<file path="src/sv/pgf_pkg.sv">
// ----------------------------------------------------------------------------
// pgf_pkg: shared types and constants for the palette gradient fill unit
// palette geometry, fixed-point widths, request codes, sequencer states and
// the request and result structs
// ----------------------------------------------------------------------------
`default_nettype none

package pgf_pkg;

    localparam int PALETTE_DEPTH = 32;
    localparam int PAL_AW        = $clog2(PALETTE_DEPTH);
    localparam int PEN_W         = 5;
    localparam int COLOR_W       = 12;
    localparam int CHAN_W        = 4;
    localparam int NUM_CHAN      = 3;
    localparam int FRAC_BITS     = 8;
    localparam int DIVD_W        = CHAN_W + FRAC_BITS;
    localparam int DIV_STEPS     = DIVD_W;
    localparam int CNT_W         = $clog2(DIV_STEPS + 1);
    localparam int STEP_W        = DIVD_W + 1;
    localparam int ACC_W         = DIVD_W + 2;
    localparam int CH_W          = $clog2(NUM_CHAN);

    localparam logic [ACC_W-1:0] ROUND_HALF = ACC_W'(128);

    localparam logic [1:0] KIND_WRITE = 2'd0;
    localparam logic [1:0] KIND_READ  = 2'd1;
    localparam logic [1:0] KIND_RAMP  = 2'd2;

    typedef enum logic [2:0] {
        ST_IDLE,
        ST_READ,
        ST_RD_LO,
        ST_RD_HI,
        ST_DIV,
        ST_FILL
    } state_t;

    typedef struct packed {
        logic [1:0]         kind;
        logic [PEN_W-1:0]   pen_a;
        logic [PEN_W-1:0]   pen_b;
        logic [COLOR_W-1:0] color_in;
    } cmd_t;

    typedef struct packed {
        logic [PEN_W-1:0]   pen_out;
        logic [COLOR_W-1:0] color_out;
        logic               last_of_run;
    } res_t;

endpackage

`default_nettype wire

</file>
<file path="src/sv/palette_gradient_fill_unit.sv">
// ----------------------------------------------------------------------------
// palette_gradient_fill_unit: 32-entry 12-bit palette with linear ramp fill
// write, read and ramp requests; a ramp runs one shared restoring divider
// over the three channels, then writes one inner pen per cycle
// ----------------------------------------------------------------------------
// a write is stored at the accepting edge; a read registers the entry, then the result in ST_READ
// ramp: endpoint reads in ST_RD_LO and ST_RD_HI, the divider in ST_DIV (each channel in
//   turn on the one shared divider), then one result per inner pen per cycle in ST_FILL
// busy stays high while a read or ramp runs and is already low when its last result is strobed
// results are strobed for one cycle and the receiver cannot stall them
// reset is asynchronous, active low; palette contents are undefined until written
`default_nettype none

module palette_gradient_fill_unit
    import pgf_pkg::*;
(
    input  wire logic clk,
    input  wire logic rst_n,
    input  wire logic start,
    output logic      busy,
    input  wire cmd_t cmd,
    output logic      strobe,
    output res_t      res
);

    // sequencer and control state
    state_t                 state_reg, state_next;
    logic [CH_W-1:0]        ch_reg, ch_next;
    logic [CNT_W-1:0]       cnt_reg, cnt_next;
    logic                   strobe_reg, strobe_next;

    // payload registers
    res_t                   res_reg, res_next;
    logic [PEN_W-1:0]       lo_reg, lo_next;
    logic [PEN_W-1:0]       hi_reg, hi_next;
    logic [PEN_W-1:0]       pen_reg, pen_next;
    logic                   oob_reg, oob_next;
    logic [COLOR_W-1:0]     lo_rgb_reg, lo_rgb_next;
    logic [COLOR_W-1:0]     hi_rgb_reg, hi_rgb_next;
    logic [DIVD_W-1:0]      quo_reg, quo_next;
    logic [PEN_W-1:0]       rem_reg, rem_next;
    logic                   neg_reg, neg_next;
    logic signed [STEP_W-1:0] step_reg [NUM_CHAN];
    logic signed [STEP_W-1:0] step_next [NUM_CHAN];
    logic signed [ACC_W-1:0]  acc_reg [NUM_CHAN];
    logic signed [ACC_W-1:0]  acc_next [NUM_CHAN];

    // palette memory ports
    logic [COLOR_W-1:0]     pal_mem [PALETTE_DEPTH];
    logic [COLOR_W-1:0]     rd_data_reg;
    logic                   mem_we;
    logic [PAL_AW-1:0]      mem_waddr;
    logic [COLOR_W-1:0]     mem_wdata;
    logic [PAL_AW-1:0]      mem_raddr;

    // request decode
    logic                   accept;
    logic [PEN_W-1:0]       req_lo, req_hi;
    logic                   ramp_ok;
    logic                   pen_a_ok;

    // divider datapath
    logic [PEN_W-1:0]       span;
    logic [CHAN_W-1:0]      lo_ch, hi_ch;
    logic signed [CHAN_W:0] diff;
    logic [CHAN_W-1:0]      mag;
    logic [PEN_W:0]         rem_sh;
    logic                   q_bit;
    logic [DIVD_W-1:0]      quo_step;
    logic [PEN_W-1:0]       rem_step;
    logic signed [STEP_W-1:0] step_val;

    // fill datapath
    logic signed [ACC_W-1:0] acc_sum [NUM_CHAN];
    logic [COLOR_W-1:0]     fill_color;
    logic                   fill_last;

    assign accept   = start && !busy;
    assign req_lo   = (cmd.pen_a < cmd.pen_b) ? cmd.pen_a : cmd.pen_b;
    assign req_hi   = (cmd.pen_a < cmd.pen_b) ? cmd.pen_b : cmd.pen_a;
    assign pen_a_ok = 32'(cmd.pen_a) < PALETTE_DEPTH;
    // both ends on the palette and at least one pen strictly between
    assign ramp_ok  = (32'(req_hi) < PALETTE_DEPTH) && (PEN_W'(req_hi - req_lo) > PEN_W'(1));

    // one channel at a time through the divider: |hi - lo| << 8 over span
    assign span   = PEN_W'(hi_reg - lo_reg);
    assign lo_ch  = lo_rgb_reg[CHAN_W*ch_reg +: CHAN_W];
    assign hi_ch  = hi_rgb_reg[CHAN_W*ch_reg +: CHAN_W];
    assign diff   = $signed({1'b0, hi_ch}) - $signed({1'b0, lo_ch});
    assign mag    = diff[CHAN_W] ? CHAN_W'(-diff) : diff[CHAN_W-1:0];

    // restoring divide step: one quotient bit per cycle
    assign rem_sh   = {rem_reg, quo_reg[DIVD_W-1]};
    assign q_bit    = rem_sh >= {1'b0, span};
    assign rem_step = q_bit ? PEN_W'(rem_sh - {1'b0, span}) : rem_sh[PEN_W-1:0];
    assign quo_step = {quo_reg[DIVD_W-2:0], q_bit};
    // truncation toward zero: divide the magnitude, then restore the sign
    assign step_val = neg_reg ? -$signed({1'b0, quo_step}) : $signed({1'b0, quo_step});

    // acc holds step*(k-1) + 128; adding step gives this pen's rounded offset
    always_comb
    begin
        for (int c = 0; c < NUM_CHAN; c++)
        begin
            acc_sum[c] = acc_reg[c] + ACC_W'(step_reg[c]);
            fill_color[CHAN_W*c +: CHAN_W] = CHAN_W'(lo_rgb_reg[CHAN_W*c +: CHAN_W]
                                           + acc_sum[c][FRAC_BITS +: CHAN_W]);
        end
    end

    assign fill_last = PEN_W'(pen_reg + 1'b1) == hi_reg;

    // next state
    always_comb
    begin
        state_next = state_reg;
        unique case (state_reg)
            ST_IDLE:
            begin
                if (accept)
                begin
                    if (cmd.kind == KIND_READ)
                        state_next = ST_READ;
                    else if (cmd.kind == KIND_RAMP && ramp_ok)
                        state_next = ST_RD_LO;
                end
            end
            ST_READ:  state_next = ST_IDLE;
            ST_RD_LO: state_next = ST_RD_HI;
            ST_RD_HI: state_next = ST_DIV;
            ST_DIV:
            begin
                if (cnt_reg == CNT_W'(DIV_STEPS) && ch_reg == CH_W'(NUM_CHAN - 1))
                    state_next = ST_FILL;
            end
            ST_FILL:
            begin
                if (fill_last)
                    state_next = ST_IDLE;
            end
            default:  state_next = ST_IDLE;
        endcase
    end

    // outputs: memory ports and the result strobe
    always_comb
    begin
        mem_we      = 1'b0;
        mem_waddr   = PAL_AW'(cmd.pen_a);
        mem_wdata   = cmd.color_in;
        mem_raddr   = PAL_AW'(cmd.pen_a);
        strobe_next = 1'b0;
        res_next    = res_reg;
        unique case (state_reg)
            ST_IDLE:
            begin
                mem_we = accept && cmd.kind == KIND_WRITE && pen_a_ok;
                if (cmd.kind == KIND_RAMP)
                    mem_raddr = PAL_AW'(req_lo);
            end
            ST_READ:
            begin
                strobe_next          = 1'b1;
                res_next.pen_out     = pen_reg;
                res_next.color_out   = oob_reg ? '0 : rd_data_reg;
                res_next.last_of_run = 1'b1;
            end
            ST_RD_LO:
            begin
                mem_raddr = PAL_AW'(hi_reg);
            end
            ST_FILL:
            begin
                mem_we               = 1'b1;
                mem_waddr            = PAL_AW'(pen_reg);
                mem_wdata            = fill_color;
                strobe_next          = 1'b1;
                res_next.pen_out     = pen_reg;
                res_next.color_out   = fill_color;
                res_next.last_of_run = fill_last;
            end
            default:
            begin
            end
        endcase
    end

    // datapath and counters
    always_comb
    begin
        ch_next     = ch_reg;
        cnt_next    = cnt_reg;
        lo_next     = lo_reg;
        hi_next     = hi_reg;
        pen_next    = pen_reg;
        oob_next    = oob_reg;
        lo_rgb_next = lo_rgb_reg;
        hi_rgb_next = hi_rgb_reg;
        quo_next    = quo_reg;
        rem_next    = rem_reg;
        neg_next    = neg_reg;
        step_next   = step_reg;
        acc_next    = acc_reg;
        unique case (state_reg)
            ST_IDLE:
            begin
                if (accept)
                begin
                    if (cmd.kind == KIND_RAMP)
                    begin
                        lo_next  = req_lo;
                        hi_next  = req_hi;
                        pen_next = PEN_W'(req_lo + 1'b1);
                    end
                    else
                    begin
                        pen_next = cmd.pen_a;
                        oob_next = !pen_a_ok;
                    end
                end
            end
            ST_RD_LO:
            begin
                lo_rgb_next = rd_data_reg;
            end
            ST_RD_HI:
            begin
                hi_rgb_next = rd_data_reg;
                ch_next     = '0;
                cnt_next    = '0;
                for (int c = 0; c < NUM_CHAN; c++)
                    acc_next[c] = ROUND_HALF;
            end
            ST_DIV:
            begin
                if (cnt_reg == '0)
                begin
                    // load dividend for this channel
                    quo_next = {mag, FRAC_BITS'(0)};
                    rem_next = '0;
                    neg_next = diff[CHAN_W];
                    cnt_next = CNT_W'(1);
                end
                else
                begin
                    quo_next = quo_step;
                    rem_next = rem_step;
                    if (cnt_reg == CNT_W'(DIV_STEPS))
                    begin
                        step_next[ch_reg] = step_val;
                        cnt_next          = '0;
                        ch_next           = CH_W'(ch_reg + 1'b1);
                    end
                    else
                    begin
                        cnt_next = CNT_W'(cnt_reg + 1'b1);
                    end
                end
            end
            ST_FILL:
            begin
                pen_next = PEN_W'(pen_reg + 1'b1);
                for (int c = 0; c < NUM_CHAN; c++)
                    acc_next[c] = acc_sum[c];
            end
            default:
            begin
            end
        endcase
    end

    // control registers
    always_ff @(posedge clk or negedge rst_n)
    begin
        if (!rst_n)
        begin
            state_reg  <= ST_IDLE;
            ch_reg     <= '0;
            cnt_reg    <= '0;
            strobe_reg <= 1'b0;
        end
        else
        begin
            state_reg  <= state_next;
            ch_reg     <= ch_next;
            cnt_reg    <= cnt_next;
            strobe_reg <= strobe_next;
        end
    end

    // payload registers
    always_ff @(posedge clk)
    begin
        res_reg    <= res_next;
        lo_reg     <= lo_next;
        hi_reg     <= hi_next;
        pen_reg    <= pen_next;
        oob_reg    <= oob_next;
        lo_rgb_reg <= lo_rgb_next;
        hi_rgb_reg <= hi_rgb_next;
        quo_reg    <= quo_next;
        rem_reg    <= rem_next;
        neg_reg    <= neg_next;
        step_reg   <= step_next;
        acc_reg    <= acc_next;
    end

    // palette: one write port, one registered read port
    always_ff @(posedge clk)
    begin
        if (mem_we)
            pal_mem[mem_waddr] <= mem_wdata;
        rd_data_reg <= pal_mem[mem_raddr];
    end

    assign busy   = state_reg != ST_IDLE;
    assign strobe = strobe_reg;
    assign res    = res_reg;

    // a result only follows a read or fill cycle
    assert property (@(posedge clk) disable iff (!rst_n)
        strobe |-> ($past(state_reg) == ST_READ || $past(state_reg) == ST_FILL))
        else $error("result strobe without read or fill");

    // fill never touches the ramp ends
    assert property (@(posedge clk) disable iff (!rst_n)
        state_reg == ST_FILL |-> (pen_reg > lo_reg && pen_reg < hi_reg))
        else $error("fill pen outside ramp interior");

    // the last result of a request frees the unit
    assert property (@(posedge clk) disable iff (!rst_n)
        (strobe && res.last_of_run) |-> !busy)
        else $error("busy after last result");

    // divider counter stays within one channel's steps
    assert property (@(posedge clk) disable iff (!rst_n)
        state_reg == ST_DIV |-> cnt_reg <= CNT_W'(DIV_STEPS))
        else $error("divider count overrun");

endmodule

`default_nettype wire
</file>
<file path="config.mk">
export PLATFORM = sky130hd
export DESIGN_NAME = palette_gradient_fill_unit
export DESIGN_NICKNAME = d
export VERILOG_FILES = /design/src/sv/pgf_pkg.sv /design/src/sv/palette_gradient_fill_unit.sv
export SDC_FILE = /design/constraint.sdc
export NUM_CORES = 1
export LEC_CHECK = 0
export CAP_MARGIN = 40
export CORE_MARGIN = 8
export CORE_UTILIZATION = 45
export DETAILED_ROUTE_END_ITERATION = 10
export DONT_BUFFER_PORTS = 1
export GPL_TIMING_DRIVEN = 0
export SKIP_CTS_REPAIR_TIMING = 1
export SLEW_MARGIN = 20
export SYNTH_ARGS = -nofsm -noshare
export SYNTH_HDL_FRONTEND = slang
export SYNTH_SLANG_ARGS = --single-unit
</file>
<file path="constraint.sdc">
create_clock -name clk -period 4.8 [get_ports clk]
set_input_delay 0.72 -clock clk [delete_from_list [all_inputs] [get_ports clk]]
set_output_delay 0.72 -clock clk [all_outputs]
set_load 0.05 [all_outputs]
</file>
# Word-level counts from Yosys, hierarchy flattened
# Memories as Yosys holds them, arrays and structs flattened. A register that Yosys moved wholly into a read port is not among the register bits.
# Cells that the tools add are included.
# W data, S select, Z words.
[word_totals] out_inout_bits=20 register_bits=166 wordCells=119 in_bits=27 mem_count=1 ram_bits=384
[op_classes] magnitude_cmp=5 reduce_logical=21 n_shift=2 n_eq_ne=16 add_sub_neg=16 bitwise=2 mux=34
[mem_list] name="pal_mem" words=32 width=12 read_ports=1 rd_clocked_by_memory_dff=1 write_ports=1 line_no="palette_gradient_fill_unit.sv:49" rtl="logic [COLOR_W-1:0] pal_mem [PALETTE_DEPTH];"
[ops] operator="$pmux W42 S2" count=1
[ops] operator="$add A14 B13 Y14" count=3
[ops] operator="$bwmux W39" count=1
[ops] operator="$pmux W18 S2" count=1
[ops] operator="$mux W5" count=7
[ops] operator="$demux W13 S2" count=1
[ops] operator="$mux W13" count=2
[ops] operator="$mux W12" count=2
[ops] operator="$shiftx A12 B5 Y4" count=2
[ops] operator="$pmux W5 S2" count=2
[ops] operator="$mux W3" count=5
[ops] operator="$pmux W3 S5" count=1
[ops] operator="$sub A5 B5 Y5" count=3
[ops] operator="$neg A12 Y13" count=1
[ops] operator="$add A4 B4 Y4" count=3
[ops] operator="$mux W4" count=3
[ops] operator="$add A5 B1 Y5 const B" count=2
[ops] operator="$ne A2 B2 Y1 const B" count=5
[ops] operator="$reduce_and A3 Y1" count=3
[ops] operator="$pmux W4 S2" count=1
[ops] operator="$reduce_bool A2 Y1" count=4
[ops] operator="$eq A3 B2 Y1 const B" count=2
[ops] operator="$eq A3 B3 Y1 const B" count=2
[ops] operator="$ge A6 B5 Y1" count=1
[ops] operator="29 further kinds" count=38

# Depth between registers and ports, before layout
[depth] word_depth=9 depth_mapped=18 ltp_nobuf=18

# Worst setup path after synthesis
# No wires, ideal clock.
[synth_path] path_type="reg2reg" startpoint="register state_reg[0]" endpoint="register acc_reg[0] (netlist name) (enable)" path_buffers=3 synth_period_minus_slack_ns=4.208 stages_incl_launch_ff=7 required_time_ns=4.321 setup_slack_ns=0.592 setup_time_ns=0.479 arrival_time_ns=3.729 cell_sequence="dfrtp_1 -> clkbuf_1 -> nor2b_1 -> nand2_1 -> clkbuf_1 -> clkbuf_1 -> o21ai_0"
[synth_between] elab_chain_len=2 word_cells_on_any_way=3 classes_between="eq/ne (2); reduce/logical (1)"
[synth_rtl] element="start, declared" line_no="palette_gradient_fill_unit.sv:27" rtl="state_t state_reg, state_next;"
[synth_rtl] element="start signal, assigned" line_no="palette_gradient_fill_unit.sv:284" rtl="state_reg <= state_next;"
[synth_rtl] element="$eq A3 B3 Y1 / $eq A3 B2 Y1 (equally long branches)" line_no="palette_gradient_fill_unit.sv:204" rtl="unique case (state_reg)"
[synth_rtl] element="$reduce_bool A2 Y1 (no source line) (*)"
[synth_rtl] element="end signal, assigned" line_no="palette_gradient_fill_unit.sv:305" rtl="acc_reg <= acc_next;"
[synth_rtl] element="end, declared" line_no="palette_gradient_fill_unit.sv:45" rtl="logic signed [ACC_W-1:0] acc_reg [NUM_CHAN];"
# Every way passes the cells marked *; elsewhere a longest branch is shown, timed or not.
# A chain may end at the register's enable or synchronous reset.

==> impl_results.md <==
- Post-route ant nets: 0
- Clock buffer depth: 3
- Max reg flops: 384
- Crit-path max FO: 30
- CTS sink cnt: 553
- Final Hold Fails: 0
- FF-to-FF Start: step_reg[27]$_DFFE_PP_
- Largest net degree at the start of global routing: 33
- Critical path class: reg -> reg
- Flop2flop setup slack: 0.36 ns
- Status: completed
- Yosys warns: 0
- Fin nets: 2143
- Ratio of cells with drive above 1 in the final layout: 0.111
- Leak: 9.87 nW
- Non-Filler Instances: 2791
- CTS Buf Count: 58
- Synth Area per Inst: 12.7 sq um
- First-pass GRT wire length: 98.4 mm
- Period utilisation layout: 0.926
- Setup slack after layout: 0.357 ns
- Critical path data required time: 5.22 ns
- Worst r2r path cells: 16
- Crit. End Element: flip-flop
- Syn-to-layout area delta: 13.0%
- EDFF count, synth: 531
- Vias per cell: 5.79
- Commonest cells after routing, fill and taps aside: edfxtp_1 (531), nand2_1 (408), nor2_1 (89)
- Core area: 0.0547 sq mm
- DR WL met3: 5.10 mm
- Final Power: 16.1 mW
- FMAX: 225 MHz
- Initial antenna violation count: 1
- Max layer used: met4
- Placed insts: 2671
- Top_reg_cell synth: edfxtp_1
- Die H: 250 um
- Pins Over Slew Limit: 0
- Overflow left after global routing: 0
- Pre-CTS setup slack: -0.133 ns
- Period minus WS final: 4.44 ns
- Slew Limit Headroom: 0.410
- Register bit total from synthesis: 553
- CP Launch Point: step_reg[27]$_DFFE_PP_
- DR WL met2: 30.7 mm
- Syn_nets: 2050
- # rows: 86
- Commonest non-fill, non-tap cell in the layout: edfxtp_1
- Initial core utilization: 0.452
- Sequential share of the synthesized area: 0.666
- Post-DR wirelength/cell: 23.5 um
- H-Tree Depth: 2
- Hold path endpoint: hi_reg[0]$_DFFE_PP_
- DR pass1 iterations: 5
- HP Start: cmd[12]
- Unrepaired setup endpoints after global routing: no
- Synth cell types: 74
- Synthesized area: 0.0247 sq mm
- Port Buffers: 0
- Die X-Extent: 250 um
- WP data arrival: 4.86 ns
- Multi-input combinational cell area: 0.00772 sq mm
- Gpl congestion: 0.925
- Vias in the first global route: 15761
- Clk_skew: 0.0411 ns
- Post-Route WL: 65.7 mm
- Hold path depth: 2
- Post-synth ARST share: 0.0181
- Setup violators final: 0
- CTS tree: built
- Initial DRC count: 1533
- IR drop worst, VDD: 0.000363 V
- Slew @ Worst Pin: 0.886 ns
- DR DRC count: 0
- Root buffer cell: clkbuf_16
- Vias: 16162
- Hold Path Class: in -> reg
- Cell count after synthesis: 1944
- WL met1: 28.1 mm
- Clock Latency Late Sink: 0.64 ns
- Max_cap viols: 0
- FF+latch area: 0.0164 sq mm
- Io pins: 47
- Startpoint type of the worst setup path: flip-flop
- Worst R2R End: pal_mem[14][3]$_DFFE_PP_
- Layout Utilization: 0.511
- Fill count: 4687
- PwrDens: 576 mW/mm^2
- Die area: 0.0626 sq mm
- DP HPWL: 45.4 mm
- Clk slew on worst S/H paths: 0.06 ns
- All-Layer GR Usage: 0.205
## metrics by stage
stage / hold slack (ns) / setup TNS [ns] / area, sq um
floorplan: 0.424 / 0 / 24700
global placement: 0.425 / -564.98 / 25600
detailed placement: 0.425 / -4.18 / 25900
CTS: -0.248 / -4.17 / 27700
global route: 0.308 / 0 / 27900
finish: 0.319 / 0 / 27900
## critical path, stage by stage, from the launching register on
cell and delay (ns):
edfxtp_1 0.39, ha_1 0.30, a21o_1 0.19, a21o_1 0.20
a2111oi_0 0.60, o31ai_1 0.26, or2_2 0.33, xor2_1 0.33
ha_1 0.31, a21o_1 0.18, a21oi_1 0.18, xnor2_1 0.15
xnor2_1 0.15, xnor2_1 0.14, nand2_1 0.11, nand2_2 0.16
buf_12 0.20
## cell type report
class	instances	area share
inverter	50	0.00672
antenna	1	0.0000897
clock inverter	42	0.0118
buffer	88	0.0165
timing repair buffer	33	0.0144
tap	704	0.0316
clock buffer	67	0.0532
sequential	553	0.589
multi-input combinational	1253	0.277
## report_power, final
| group | switching (mW) | internal [mW] | leakage, nW |
|---|---|---|---|
| registers | 0.418 | 5.91 | 5.03 |
| logic | 3.70 | 1.72 | 3.95 |
| clock network | 1.93 | 2.39 | 0.890 |
| total | 6.05 | 10.0 | 9.87 |
## worst max path at each step
stage,to,cells after the start,slack [ns]
floorplan,acc_reg[0]$_SDFFCE_PN0P_,6,0.59
detailed placement,pal_mem[0][3]$_DFFE_PP_,15,-0.13
global route,pal_mem[14][3]$_DFFE_PP_,16,0.09
finish,pal_mem[14][3]$_DFFE_PP_,16,0.36
global placement,acc_reg[25]$_SDFFCE_PN0P_,6,-1.89
CTS,pal_mem[8][3]$_DFFE_PP_,15,-0.17
## routing by layer
layer | GRT usage | vias to the layer above
li1 | - | 7404
met1 | 0.281 | 8008
met2 | 0.335 | 639
met3 | 0.0320 | 111
met4 | 0.0647 | 0
met5 | 0 | -
## cells in the mapped netlist (3+ instances only)
| master | instances | area share |
|---|---|---|
| a211oi_1 | 9 | 0.0027 |
| a21boi_0 | 4 | 0.0012 |
| a21o_1 | 29 | 0.0088 |
| a21oi_1 | 52 | 0.011 |
| a21oi_2 | 3 | 0.0011 |
| a22oi_1 | 26 | 0.0079 |
| a31oi_1 | 43 | 0.011 |
| a32oi_1 | 59 | 0.021 |
| and2_1 | 23 | 0.0058 |
| and3_1 | 11 | 0.0028 |
| buf_1 | 3 | 0.00046 |
| buf_2 | 41 | 0.0083 |
| buf_4 | 9 | 0.0027 |
| buf_6 | 6 | 0.0027 |
| clkbuf_1 | 29 | 0.0044 |
| dfrtp_1 | 10 | 0.010 |
| dfxtp_1 | 12 | 0.0097 |
| edfxtp_1 | 531 | 0.65 |
| fa_1 | 9 | 0.0073 |
| ha_1 | 70 | 0.035 |
| inv_1 | 50 | 0.0076 |
| mux2i_1 | 45 | 0.018 |
| nand2_1 | 415 | 0.063 |
| nand2b_1 | 8 | 0.0020 |
| nand3_1 | 88 | 0.018 |
| nand3b_1 | 3 | 0.00091 |
| nor2_1 | 107 | 0.016 |
| nor2b_1 | 12 | 0.0030 |
| nor3_1 | 21 | 0.0043 |
| nor3b_1 | 6 | 0.0018 |
| nor4_1 | 13 | 0.0033 |
| o211ai_1 | 5 | 0.0015 |
| o21ai_0 | 48 | 0.0097 |
| o21ai_1 | 5 | 0.0010 |
| o22ai_1 | 13 | 0.0033 |
| o31ai_1 | 8 | 0.0024 |
| or2_2 | 8 | 0.0020 |
| or3_1 | 4 | 0.0010 |
| xnor2_1 | 44 | 0.016 |
| xor2_1 | 18 | 0.0064 |
## cells by family (layout without fill, tap and decap cells)
group | after synthesis | count (layout) | share of synthesized area
simple gates | 730 | 730 | 0.128
flops | 553 | 553 | 0.666
compound gates | 336 | 336 | 0.0961
buf+inv | 138 | 280 | 0.0262
fa+ha+maj | 79 | 79 | 0.0428
xor+xnor | 62 | 62 | 0.0220
mux | 46 | 46 | 0.0187
other cells | 0 | 1 | 0
No activity file was read; power rests on OpenSTA's default activity.
